--- src/rtl/wsds_pkg.sv ---
// Shared types and constants for the windowed sample deviation statistics block.
`timescale 1ns / 1ps

package wsds_pkg;

    // Default configuration of the block.
    localparam int DEF_WINDOW      = 8;
    localparam int DEF_CHANNELS    = 16;
    localparam int DEF_SAMPLE_BITS = 12;

    // Fixed field widths of the transfer payloads.
    localparam int CHANNEL_W = 4;
    localparam int SAMPLE_W  = 12;
    localparam int FILLED_W  = 4;
    localparam int VALUE_W   = 12;

    // Saturation limits of the result fields.
    localparam int FILLED_MAX = 15;
    localparam int VALUE_MAX  = 4095;

    typedef struct packed {
        logic [CHANNEL_W-1:0] channel;
        logic [SAMPLE_W-1:0]  sample;
    } sample_t;

    typedef struct packed {
        logic [FILLED_W-1:0] filled;
        logic [VALUE_W-1:0]  mean;
        logic [VALUE_W-1:0]  max_dev;
        logic [VALUE_W-1:0]  std_dev;
    } result_t;

endpackage

--- src/rtl/windowed_sample_deviation_stats.sv ---
// Top level of the per-channel sliding-window mean and deviation statistics block.
`timescale 1ns / 1ps

// Each accepted sample transfer writes one converter sample into the ring of the
// last WINDOW samples kept for its channel, and then produces exactly one result
// transfer: the fill count of that window, the truncated mean of the held samples,
// the largest absolute deviation from that mean, and the floor square root of the
// truncated mean squared deviation. Channel numbers beyond CHANNELS wrap modulo
// CHANNELS, and only the low SAMPLE_BITS bits of a sample are kept. The block works
// on one item at a time and holds sample_stall high from acceptance until the
// sequencer returns to idle. A finished result waits in the sequencer while the
// previous result is still stalled in the output register. The time an item takes
// is set by the single ring read port, which walks the window twice (once for the
// sum, once for the deviations), and by the one shared compare-and-subtract unit,
// which computes both divisions by the fill count one quotient bit per cycle and
// the square root one root bit per cycle. Once loaded, a result waits in an output
// register, so the next sample can be accepted while the previous result is still
// stalled. The ring itself is not cleared at reset; only the per-channel write
// positions and fill counts are, and the window walks use only the entries already
// written.
module windowed_sample_deviation_stats #(
    parameter int WINDOW      = wsds_pkg::DEF_WINDOW,
    parameter int CHANNELS    = wsds_pkg::DEF_CHANNELS,
    parameter int SAMPLE_BITS = wsds_pkg::DEF_SAMPLE_BITS
) (
    input  logic              clk,
    input  logic              rst_n,
    input  logic              sample_valid,
    output logic              sample_stall,
    input  wsds_pkg::sample_t sample_data,
    output logic              result_valid,
    input  logic              result_stall,
    output wsds_pkg::result_t result_data
);

    // Derived widths.
    localparam int CH_W   = (CHANNELS > 1) ? $clog2(CHANNELS) : 1;
    localparam int CNT_W  = $clog2(WINDOW + 1);
    localparam int DEPTH  = CHANNELS * WINDOW;
    localparam int AW     = $clog2(DEPTH);
    localparam int SUMW   = SAMPLE_BITS + CNT_W;
    localparam int SQW    = 2 * SAMPLE_BITS + CNT_W;
    localparam int SQE    = SQW + (SQW % 2);
    localparam int HW     = SQE / 2;
    localparam int RW     = HW + 3;
    localparam int STEP_W = $clog2(SQE + 1);
    localparam int NCH_IN = 2 ** wsds_pkg::CHANNEL_W;

    // Sequencer states, one-hot.
    typedef enum logic [7:0] {
        ST_IDLE  = 8'b0000_0001,
        ST_WRITE = 8'b0000_0010,
        ST_SUM   = 8'b0000_0100,
        ST_DIVM  = 8'b0000_1000,
        ST_DEV   = 8'b0001_0000,
        ST_DIVV  = 8'b0010_0000,
        ST_ROOT  = 8'b0100_0000,
        ST_DONE  = 8'b1000_0000
    } state_t;

    state_t                  state_reg, state_next;
    logic [CH_W-1:0]         ch_reg, ch_next;
    logic [SAMPLE_BITS-1:0]  smp_reg, smp_next;
    logic [AW-1:0]           base_reg, base_next;
    logic [CNT_W-1:0]        n_reg, n_next;
    logic [CNT_W-1:0]        idx_reg, idx_next;
    logic                    v1_reg, v1_next;
    logic                    v2_reg, v2_next;
    logic                    v3_reg, v3_next;
    logic [SUMW-1:0]         sum_reg, sum_next;
    logic [SAMPLE_BITS-1:0]  mean_reg, mean_next;
    logic [SAMPLE_BITS-1:0]  dmax_reg, dmax_next;
    logic [SAMPLE_BITS-1:0]  d_reg, d_next;
    logic [2*SAMPLE_BITS-1:0] prod_reg, prod_next;
    logic [SQW-1:0]          sq_reg, sq_next;
    logic [RW-1:0]           rem_reg, rem_next;
    logic [SQE-1:0]          wk_reg, wk_next;
    logic [HW-1:0]           root_reg, root_next;
    logic [STEP_W-1:0]       step_reg, step_next;
    logic                    out_valid_reg, out_valid_next;
    wsds_pkg::result_t       out_reg, out_next;

    // Sample ring and per-channel window bookkeeping.
    logic [SAMPLE_BITS-1:0]  ring [DEPTH];
    logic [SAMPLE_BITS-1:0]  rd_data_reg;
    logic [AW-1:0]           rd_addr;
    logic [AW-1:0]           wr_addr;
    logic                    wr_en;
    logic [CNT_W-1:0]        wpos_reg [CHANNELS];
    logic [CNT_W-1:0]        fill_reg [CHANNELS];
    logic [CNT_W-1:0]        wpos_next;
    logic [CNT_W-1:0]        fill_next;
    logic [CH_W-1:0]         ch_tab [NCH_IN];

    // Shared compare-and-subtract unit.
    logic                    div_mode;
    logic [RW-1:0]           shifted;
    logic [RW-1:0]           operand;
    logic [RW:0]             diff;
    logic                    fits;
    logic [RW-1:0]           rem_step;
    logic [SQE-1:0]          q_new;
    logic [SAMPLE_BITS-1:0]  dev_now;

    // Channel number reduction, worked out at elaboration for every input code.
    for (genvar g = 0; g < NCH_IN; g++)
    begin : g_ch_tab
        assign ch_tab[g] = CH_W'(g % CHANNELS);
    end

    assign sample_stall = (state_reg != ST_IDLE);
    assign result_valid = out_valid_reg;
    assign result_data  = out_reg;

    assign rd_addr = base_reg + AW'(idx_reg);
    assign wr_addr = base_reg + AW'(wpos_reg[ch_reg]);
    assign wr_en   = (state_reg == ST_WRITE);

    // The unit either brings down one dividend bit and tries the divisor, or brings
    // down two radicand bits and tries the partial root times four plus one.
    assign div_mode = (state_reg inside {ST_DIVM, ST_DIVV});
    assign shifted  = div_mode ? {rem_reg[RW-2:0], wk_reg[SQE-1]}
                               : {rem_reg[RW-3:0], wk_reg[SQE-1:SQE-2]};
    assign operand  = div_mode ? RW'(n_reg) : RW'({root_reg, 2'b01});
    assign diff     = {1'b0, shifted} - {1'b0, operand};
    assign fits     = ~diff[RW];
    assign rem_step = fits ? diff[RW-1:0] : shifted;
    assign q_new    = {wk_reg[SQE-2:0], fits};

    assign dev_now = (rd_data_reg >= mean_reg) ? (rd_data_reg - mean_reg)
                                               : (mean_reg - rd_data_reg);

    always_comb
    begin
        state_next     = state_reg;
        ch_next        = ch_reg;
        smp_next       = smp_reg;
        base_next      = base_reg;
        n_next         = n_reg;
        idx_next       = idx_reg;
        v1_next        = 1'b0;
        v2_next        = 1'b0;
        v3_next        = 1'b0;
        sum_next       = sum_reg;
        mean_next      = mean_reg;
        dmax_next      = dmax_reg;
        d_next         = d_reg;
        prod_next      = prod_reg;
        sq_next        = sq_reg;
        rem_next       = rem_reg;
        wk_next        = wk_reg;
        root_next      = root_reg;
        step_next      = step_reg;
        out_next       = out_reg;
        out_valid_next = out_valid_reg & result_stall;
        wpos_next      = wpos_reg[ch_reg];
        fill_next      = fill_reg[ch_reg];

        case (state_reg)
            ST_IDLE:
            begin
                if (sample_valid)
                begin
                    ch_next    = ch_tab[sample_data.channel];
                    smp_next   = SAMPLE_BITS'(sample_data.sample);
                    base_next  = AW'(ch_tab[sample_data.channel]) * AW'(WINDOW);
                    state_next = ST_WRITE;
                end
            end
            ST_WRITE:
            begin
                // The sample lands in the ring this cycle; the window is read after.
                wpos_next = (wpos_reg[ch_reg] == CNT_W'(WINDOW - 1))
                            ? '0 : wpos_reg[ch_reg] + 1'b1;
                fill_next = (fill_reg[ch_reg] == CNT_W'(WINDOW))
                            ? fill_reg[ch_reg] : fill_reg[ch_reg] + 1'b1;
                n_next     = fill_next;
                idx_next   = '0;
                sum_next   = '0;
                state_next = ST_SUM;
            end
            ST_SUM:
            begin
                v1_next = (idx_reg != n_reg);
                if (idx_reg != n_reg)
                begin
                    idx_next = idx_reg + 1'b1;
                end
                if (v1_reg)
                begin
                    sum_next = sum_reg + SUMW'(rd_data_reg);
                end
                if (idx_reg == n_reg && !v1_reg)
                begin
                    rem_next   = '0;
                    wk_next    = {sum_reg, {(SQE - SUMW){1'b0}}};
                    step_next  = STEP_W'(SUMW);
                    state_next = ST_DIVM;
                end
            end
            ST_DIVM:
            begin
                rem_next  = rem_step;
                wk_next   = q_new;
                step_next = step_reg - 1'b1;
                if (step_reg == STEP_W'(1))
                begin
                    mean_next  = q_new[SAMPLE_BITS-1:0];
                    idx_next   = '0;
                    dmax_next  = '0;
                    sq_next    = '0;
                    state_next = ST_DEV;
                end
            end
            ST_DEV:
            begin
                v1_next = (idx_reg != n_reg);
                v2_next = v1_reg;
                v3_next = v2_reg;
                if (idx_reg != n_reg)
                begin
                    idx_next = idx_reg + 1'b1;
                end
                if (v1_reg)
                begin
                    d_next = dev_now;
                    if (dev_now > dmax_reg)
                    begin
                        dmax_next = dev_now;
                    end
                end
                if (v2_reg)
                begin
                    prod_next = (2 * SAMPLE_BITS)'(d_reg) * (2 * SAMPLE_BITS)'(d_reg);
                end
                if (v3_reg)
                begin
                    sq_next = sq_reg + SQW'(prod_reg);
                end
                if (idx_reg == n_reg && !v1_reg && !v2_reg && !v3_reg)
                begin
                    rem_next   = '0;
                    wk_next    = SQE'(sq_reg);
                    step_next  = STEP_W'(SQE);
                    state_next = ST_DIVV;
                end
            end
            ST_DIVV:
            begin
                rem_next  = rem_step;
                wk_next   = q_new;
                step_next = step_reg - 1'b1;
                if (step_reg == STEP_W'(1))
                begin
                    // The quotient now holds the variance, which the root consumes.
                    rem_next   = '0;
                    root_next  = '0;
                    step_next  = STEP_W'(HW);
                    state_next = ST_ROOT;
                end
            end
            ST_ROOT:
            begin
                rem_next  = rem_step;
                wk_next   = {wk_reg[SQE-3:0], 2'b00};
                root_next = {root_reg[HW-2:0], fits};
                step_next = step_reg - 1'b1;
                if (step_reg == STEP_W'(1))
                begin
                    state_next = ST_DONE;
                end
            end
            ST_DONE:
            begin
                if (!out_valid_reg || !result_stall)
                begin
                    out_next.filled  = (32'(n_reg) > wsds_pkg::FILLED_MAX)
                                       ? wsds_pkg::FILLED_W'(wsds_pkg::FILLED_MAX)
                                       : wsds_pkg::FILLED_W'(n_reg);
                    out_next.mean    = (32'(mean_reg) > wsds_pkg::VALUE_MAX)
                                       ? wsds_pkg::VALUE_W'(wsds_pkg::VALUE_MAX)
                                       : wsds_pkg::VALUE_W'(mean_reg);
                    out_next.max_dev = (32'(dmax_reg) > wsds_pkg::VALUE_MAX)
                                       ? wsds_pkg::VALUE_W'(wsds_pkg::VALUE_MAX)
                                       : wsds_pkg::VALUE_W'(dmax_reg);
                    out_next.std_dev = (32'(root_reg) > wsds_pkg::VALUE_MAX)
                                       ? wsds_pkg::VALUE_W'(wsds_pkg::VALUE_MAX)
                                       : wsds_pkg::VALUE_W'(root_reg);
                    out_valid_next   = 1'b1;
                    state_next       = ST_IDLE;
                end
            end
            default:
            begin
                state_next = ST_IDLE;
            end
        endcase
    end

    always_ff @(posedge clk or negedge rst_n)
    begin
        if (!rst_n)
        begin
            state_reg     <= ST_IDLE;
            v1_reg        <= 1'b0;
            v2_reg        <= 1'b0;
            v3_reg        <= 1'b0;
            out_valid_reg <= 1'b0;
            for (int c = 0; c < CHANNELS; c++)
            begin
                wpos_reg[c] <= '0;
                fill_reg[c] <= '0;
            end
        end
        else
        begin
            state_reg     <= state_next;
            v1_reg        <= v1_next;
            v2_reg        <= v2_next;
            v3_reg        <= v3_next;
            out_valid_reg <= out_valid_next;
            if (wr_en)
            begin
                wpos_reg[ch_reg] <= wpos_next;
                fill_reg[ch_reg] <= fill_next;
            end
        end
    end

    always_ff @(posedge clk)
    begin
        ch_reg   <= ch_next;
        smp_reg  <= smp_next;
        base_reg <= base_next;
        n_reg    <= n_next;
        idx_reg  <= idx_next;
        sum_reg  <= sum_next;
        mean_reg <= mean_next;
        dmax_reg <= dmax_next;
        d_reg    <= d_next;
        prod_reg <= prod_next;
        sq_reg   <= sq_next;
        rem_reg  <= rem_next;
        wk_reg   <= wk_next;
        root_reg <= root_next;
        step_reg <= step_next;
        out_reg  <= out_next;
    end

    // Ring memory: one write port, one registered read port.
    always_ff @(posedge clk)
    begin
        if (wr_en)
        begin
            ring[wr_addr] <= smp_reg;
        end
        rd_data_reg <= ring[rd_addr];
    end

    // An accepted sample always starts with the ring write.
    a_accept_writes: assert property (@(posedge clk) disable iff (!rst_n)
        sample_valid && !sample_stall |=> state_reg == ST_WRITE)
        else $error("accepted sample did not start the ring write");

    // A result appears only when the sequencer finishes an item.
    a_result_from_done: assert property (@(posedge clk) disable iff (!rst_n)
        $rose(result_valid) |-> $past(state_reg == ST_DONE))
        else $error("result raised outside the finishing step");

    // The window walks always cover between one and WINDOW entries.
    a_fill_range: assert property (@(posedge clk) disable iff (!rst_n)
        (state_reg == ST_SUM || state_reg == ST_DEV)
            |-> n_reg != '0 && 32'(n_reg) <= WINDOW && idx_reg <= n_reg)
        else $error("window walk outside the filled entries");

    // The shared unit never runs with an exhausted step count.
    a_step_live: assert property (@(posedge clk) disable iff (!rst_n)
        (state_reg == ST_DIVM || state_reg == ST_DIVV || state_reg == ST_ROOT)
            |-> step_reg != '0)
        else $error("iteration count ran out inside the shared unit");

endmodule
--- config.mk ---
export PLATFORM = sky130hd
export DESIGN_NAME = windowed_sample_deviation_stats
export DESIGN_NICKNAME = d
export VERILOG_FILES = /design/src/rtl/wsds_pkg.sv /design/src/rtl/windowed_sample_deviation_stats.sv
export SDC_FILE = /design/constraint.sdc
export NUM_CORES = 2
export LEC_CHECK = 0
export ABC_CLOCK_PERIOD_IN_PS = 7320
export BUFFER_PORTS_ARGS = -buffer_cell sky130_fd_sc_hd__buf_2
export CAP_MARGIN = 20
export CORE_ASPECT_RATIO = 2
export CORE_MARGIN = 4
export CORE_UTILIZATION = 58
export CTS_CLUSTER_DIAMETER = 30
export DETAILED_ROUTE_END_ITERATION = 10
export PLACE_DENSITY = 0.8
export SLEW_MARGIN = 0
export SYNTH_ARGS = -nofsm -noshare
export SYNTH_HDL_FRONTEND = slang
export SYNTH_SLANG_ARGS = --single-unit
export TNS_END_PERCENT = 1
--- constraint.sdc ---
create_clock -name clk -period 7.32 [get_ports clk]
set_clock_uncertainty 0.15 [all_clocks]
set_input_delay 1.098 -clock clk [delete_from_list [all_inputs] [get_ports clk]]
set_output_delay 1.098 -clock clk [all_outputs]
set_load 0.01 [all_outputs]
# Word level (Yosys, flattened, before mapping)
# Memory sizes are Yosys's and may differ from the RTL's. A register that Yosys moved wholly into a read port is not among the register bits.
# Cells that the tools add are included.
[totals] input_bits=20 romBits=64 regBits=367 out_inout_bits=42 mem_count=2 ramBits=1536
[memory_table] name="ring" words=128 width=12 rd=1 rd_clocked_by_memory_dff=1 write_ports=1 line="windowed_sample_deviation_stats.sv:84" text="logic [SAMPLE_BITS-1:0] ring [DEPTH];"
[memory_table] name="(no name shown)" words=16 width=4 rd=1 rd_clocked_by_memory_dff=1 write_ports=0 line="windowed_sample_deviation_stats.sv:166" text="base_next = AW'(ch_tab[sample_data.channel]) * AW'(WINDOW);"
[classes] multipliers=1 bitwise_logic=4 n_reduce_logical=33 eq_ne=26 n_lt_le_gt_ge=5 addsub=11 muxes=58
[op_table] cell="64-bit bitwise mux" count=2
[op_table] cell="28-bit 2-to-1 mux" count=4
[op_table] cell="28-bit one-hot mux with 4 select lines" count=1
[op_table] cell="16-bit 2-to-1 mux" count=6
[op_table] cell="16-bit one-hot mux with 4 select lines" count=1
[op_table] cell="8-bit one-hot mux with 8 select lines" count=1
[op_table] cell="8-bit 2-to-1 mux" count=7
[op_table] cell="28-bit one-hot mux with 2 select lines" count=1
[op_table] cell="12-bit 2-to-1 mux" count=4
[op_table] cell="4-bit 2-to-1 mux" count=11
[op_table] cell="4-bit binary-select mux with 4-bit select" count=2
[op_table] cell="16-bit one-hot mux with 2 select lines" count=1
[op_table] cell="28-bit by 24-bit adder with 28-bit output" count=1
[op_table] cell="14-bit one-hot mux with 2 select lines" count=1
[op_table] cell="12-bit by 12-bit multiplier with 24-bit output" count=1
[op_table] cell="12-bit one-hot mux with 2 select lines" count=1
[op_table] cell="12-bit subtractor" count=2
[op_table] cell="5-bit one-hot mux with 4 select lines" count=1
[op_table] cell="2-bit inequality test, second input constant" count=9
[op_table] cell="17-bit by 16-bit subtractor with 18-bit output" count=1
[op_table] cell="17-bit 2-to-1 mux" count=1
[op_table] cell="16-bit by 12-bit adder with 16-bit output" count=1
[op_table] cell="4-bit demux with 4-bit select" count=1
[op_table] cell="5-bit 2-to-1 mux" count=3
[op_table] cell="40 further kinds" count=74

# Depth between registers and ports, before layout
[depth] word_depth=8 ltp_mapped=23 depth_no_buf=22

# Least setup slack after synthesis
# Ideal clock, no wire load.
[synth_timing] path_type="register -> register" start="register d_reg[5]" end="register prod_reg[20], data pin" synth_period_minus_slack_ns=5.464 path_stages_with_launch=22 slack_ns=1.856 n_path_buf=1 arrival_ns=5.055 setup_ns=0.259 path_cell_list="edfxtp_1 clkbuf_1 and2_1 inv_1 fa_1 inv_1 ha_1 a21oi_1 fa_1 inv_1 fa_1 inv_1 fa_1 inv_1 ha_1 or4_1 o22a_1 and4_1 a21oi_1 nand2b_1 a21oi_1 xnor2_1"
[synth_between] elab_chain_cells=1
[synth_lines] element="start: declaration" line="windowed_sample_deviation_stats.sv:73" text="logic [SAMPLE_BITS-1:0] d_reg, d_next;"
[synth_lines] element="start signal: assignment" line="windowed_sample_deviation_stats.sv:340" text="d_reg <= d_next;"
[synth_lines] element="12-bit by 12-bit multiplier with 24-bit output" line="windowed_sample_deviation_stats.sv:234" text="prod_next = (2 * SAMPLE_BITS)'(d_reg) * (2 * SAMPLE_BITS)'(d_reg);"
[synth_lines] element="end signal: assignment" line="windowed_sample_deviation_stats.sv:341" text="prod_reg <= prod_next;"
[synth_lines] element="end: declaration" line="windowed_sample_deviation_stats.sv:74" text="logic [2*SAMPLE_BITS-1:0] prod_reg, prod_next;"
# Every way passes these cells.
# A chain may end at the register's enable or synchronous reset.

# Worst setup path in the final report
[layout_timing] start="register d_reg[5]" end="register prod_reg[23], data pin"
# Same word-level chain as after synthesis.

==> impl_metrics.env <==
export IMPL_status="complete, no violations"
export IMPL_clock_path_buffers=4
export IMPL_timing_final_crit_share=0.834
export IMPL_antenna_found_initial=2
export IMPL_insertion_delay_ps=840
export IMPL_via_count=44300
export IMPL_clkPwrFrac=0.334
export IMPL_row_count=195
export IMPL_yosysSeqAreaShare=0.692
export IMPL_critPathRequiredTime_ps=7710
export IMPL_power_frac_comb=0.225
export IMPL_grt_setup_unrepaired="no"
export IMPL_cp_common_cell="fa_1"
export IMPL_post_synth_num_cell_types=83
export IMPL_setup_slack_ps=1210
export IMPL_setup_viol_count_final=0
export IMPL_critPathLaunchType="register"
export IMPL_p_sw_frac=0.293
export IMPL_grt_pass1_wl_mm=305
export IMPL_cts_setup_buffers=0
export IMPL_wl_per_cell_um=30.0
export IMPL_finalCriticalPeriod_ps=6110
export IMPL_power_mw=29.5
export IMPL_pin_count=62
export IMPL_drv_slew=0
export IMPL_worstPathCellList="nand2_1, inv_1, fa_1, ha_1, fa_1, inv_1, fa_1, fa_1, inv_1, ha_1, o21a_1, a2111oi_0, nor4_1, o31a_1, nor2_1, o21ai_0, a21oi_1, xor2_1"
export IMPL_finalSetupTns_ps=0
export IMPL_power_switching_mw=8.62
export IMPL_cp_slowest_cell="a2111oi_0"
export IMPL_dpl_hpwl_mm=128
export IMPL_synth_seq_cells=1918
export IMPL_arrival_ps=6500
export IMPL_cts_resized_gates=0
export IMPL_viasPerCell=6.49
export IMPL_htreeDepth=4
export IMPL_remaining_drc_errors=0
export IMPL_yosys_area_top_type="edfxtp_1"
export IMPL_synth_area_um2=82100
export IMPL_die_h_um=540
export IMPL_yosys_warnings=0
export IMPL_async_flop_share=0.0730
export IMPL_syn_avg_cell_area_um2=17.9
export IMPL_max_slew_margin_rel=0.233
export IMPL_netlist_area_leader_share=0.646
export IMPL_rr_startpoint="d_reg[5]"
export IMPL_synthCells=4574
export IMPL_core_area_um2=141000
export IMPL_grt_overflow=0
export IMPL_hold_buffers=0
export IMPL_hold_ws_ps=74.1
export IMPL_tightest_slew_ps=1150
export IMPL_seqPwrFrac=0.442
export IMPL_cts_tree="done"
export IMPL_rr_worst_depth=18
export IMPL_grt_pass1_vias=46000
export IMPL_ys_flop_type="edfxtp_1"
export IMPL_cts_root_buf="clkbuf_16"
export IMPL_p_int_mw=20.8
export IMPL_end_kind="register"
export IMPL_final_antenna_net_count=0
export IMPL_grt_max_degree=122
export IMPL_drt_iter0_drc=5183
export IMPL_dr_pass1_iters=6
export IMPL_finalHoldViolations=0
export IMPL_pwr_density_cell_nw_per_um2=321
export IMPL_synth_area_top_cells="edfxtp_1, mux4_2, dfrtp_1, ha_1, fa_1"
export IMPL_die_x_um=274
export IMPL_clk_pin_slew_ps=60
export IMPL_largest_reg_flops=1536
export IMPL_initial_utilization=0.583
export IMPL_hp_class="in2async"
export IMPL_placed_area_um2=85200
export IMPL_reg2reg_slack_ps=1210
export IMPL_p_leak_nw=31.7
export IMPL_path_max_fanout=13
export IMPL_cts_sink_count=1918
export IMPL_port_buffers=61
export IMPL_synth_edf_count=1766
export IMPL_grt_use_total=0.280
export IMPL_gp_congestion=0.895
export IMPL_dp_slack_ps=1280
export IMPL_stdcell_area_um2=91800
export IMPL_nFillCells=8920
export IMPL_drive_gt1_frac=0.228
export IMPL_critPathKind="reg2reg"
export IMPL_slowest_delay_ps=880
export IMPL_cts_buffers=190
export IMPL_die_area_um2=148000
export IMPL_fin_nets=5052
export IMPL_max_freq_mhz=164
export IMPL_vdd_drop_max_mv=0.249
export IMPL_totalWireLength_mm=205
export IMPL_maxCapViolCount=0
export IMPL_syn2layout_area_growth_pct=11.8
export IMPL_syn_num_nets=4829
export IMPL_timing_rr_end="prod_reg[23]"
routing by layer:
layer / wire (µm) / vias to the layer above / GRT usage
met5: 0 / - / 0
met4: 17800 / 0 / 0.196
met2: 111000 / 2444 / 0.502
met1: 63100 / 22700 / 0.305
met3: 12800 / 648 / 0.0364
li1: - / 18400 / -
power groups by stage:
stage                     sequential [mW]  combinational (mW)  clock [mW]
after floorplan                      13.4                4.07           0
after global placement               13.2                6.25           0
after detailed placement             13.3                6.47           0
after CTS                            13.0                6.59        9.94
after global routing                 13.0                7.00        10.4
final                                13.0                6.62        9.83
Yosys cell counts, drive strengths merged, types with 11 or more instances:
cell type	count
a211oi	14
a21o	38
a21oi	121
a221oi	13
a222oi	26
a31oi	11
a32o	12
and2	75
and3	15
buf	77
clkbuf	149
dfrtp	139
dfxtp	12
edfxtp	1766
fa	82
ha	153
inv	193
mux2i	48
mux4	518
nand2	338
nand2b	13
nand3	32
nand4	12
nor2	276
nor2b	22
nor3	24
o21a	20
o21ai	157
or3	21
xnor2	57
xor2	36
area by class of cell:
class                           instances  area (µm²)  share of cell area
Antenna cell                            1        2.50           0.0000273
Clock buffer                          216        4930              0.0537
Clock inverter                        124        1350              0.0147
Inverter                              193         724             0.00790
Multi-Input combinational cell       2237       23700               0.258
Sequential cell                      1918       56800               0.619
Tap cell                             1871        2340              0.0255
Timing Repair Buffer                  257        1980              0.0216
worst max-delay path by stage:
stage              from            to  slack [ps]  cells past startpoint
2_1_floorplan  d_reg[5]  prod_reg[20]        1860                     21
3_3_place_gp   d_reg[8]  prod_reg[20]        1340                     20
3_5_place_dp   d_reg[8]  prod_reg[20]        1280                     21
4_1_cts        d_reg[5]  prod_reg[23]        1270                     18
5_1_grt        d_reg[5]  prod_reg[23]         930                     18
6_report       d_reg[5]  prod_reg[23]        1210                     18
logic make-up (layout without fill, tap and decap cells):
group                    count (synthesis)  after routing  synth area share
flip-flops                            1918           1918             0.692
XOR/XNOR                                93             93            0.0101
AO/OA/AOI/OAI                          474            474            0.0376
adder cells (fa/ha/maj)                235            235            0.0433
other                                    0              1                 0
multiplexers                           574            574             0.150
AND/OR/NAND/NOR                        861            861            0.0468
buffers and inverters                  419            790            0.0209
metrics by stage:
step | utilization | instances
final | 0.652 | 6817
after global routing | 0.652 | 6817
after CTS | 0.650 | 6788
after detailed placement | 0.605 | 6448
after global placement | 0.605 | 6439
after floorplan | - | 4574
placed cells by master (no fill, tap or decap), types with 15 or more instances in the layout:
| cell | instances |
|---|---|
| edfxtp_1 | 1766 |
| clkbuf_16 | 193 |
| o21ai_1 | 36 |
| or3_1 | 21 |
| xor2_1 | 35 |
| nand3_1 | 31 |
| and2_1 | 75 |
| o21ai_0 | 113 |
| nor3_1 | 22 |
| and3_1 | 15 |
| clkbuf_1 | 22 |
| buf_4 | 178 |
| xnor2_1 | 55 |
| a21oi_1 | 115 |
| ha_1 | 152 |
| mux2i_1 | 47 |
| fa_1 | 82 |
| dfrtp_1 | 139 |
| nand2_1 | 338 |
| a21o_1 | 38 |
| clkinv_2 | 26 |
| inv_6 | 26 |
| nor2_1 | 269 |
| buf_2 | 60 |
| a222oi_1 | 26 |
| nor2b_1 | 22 |
| mux4_2 | 507 |
| inv_1 | 190 |
| o21a_1 | 20 |
| bufinv_16 | 15 |
critical path: cells and delay by family (launching register included):
kind	cells	cell delay, ps
fa+ha+maj	6	2380
simple gates	3	550
flops	1	720
compound gates	5	1720
buf+inv	3	230
xor+xnor	1	90
No activity file was read; power rests on OpenSTA's default activity.
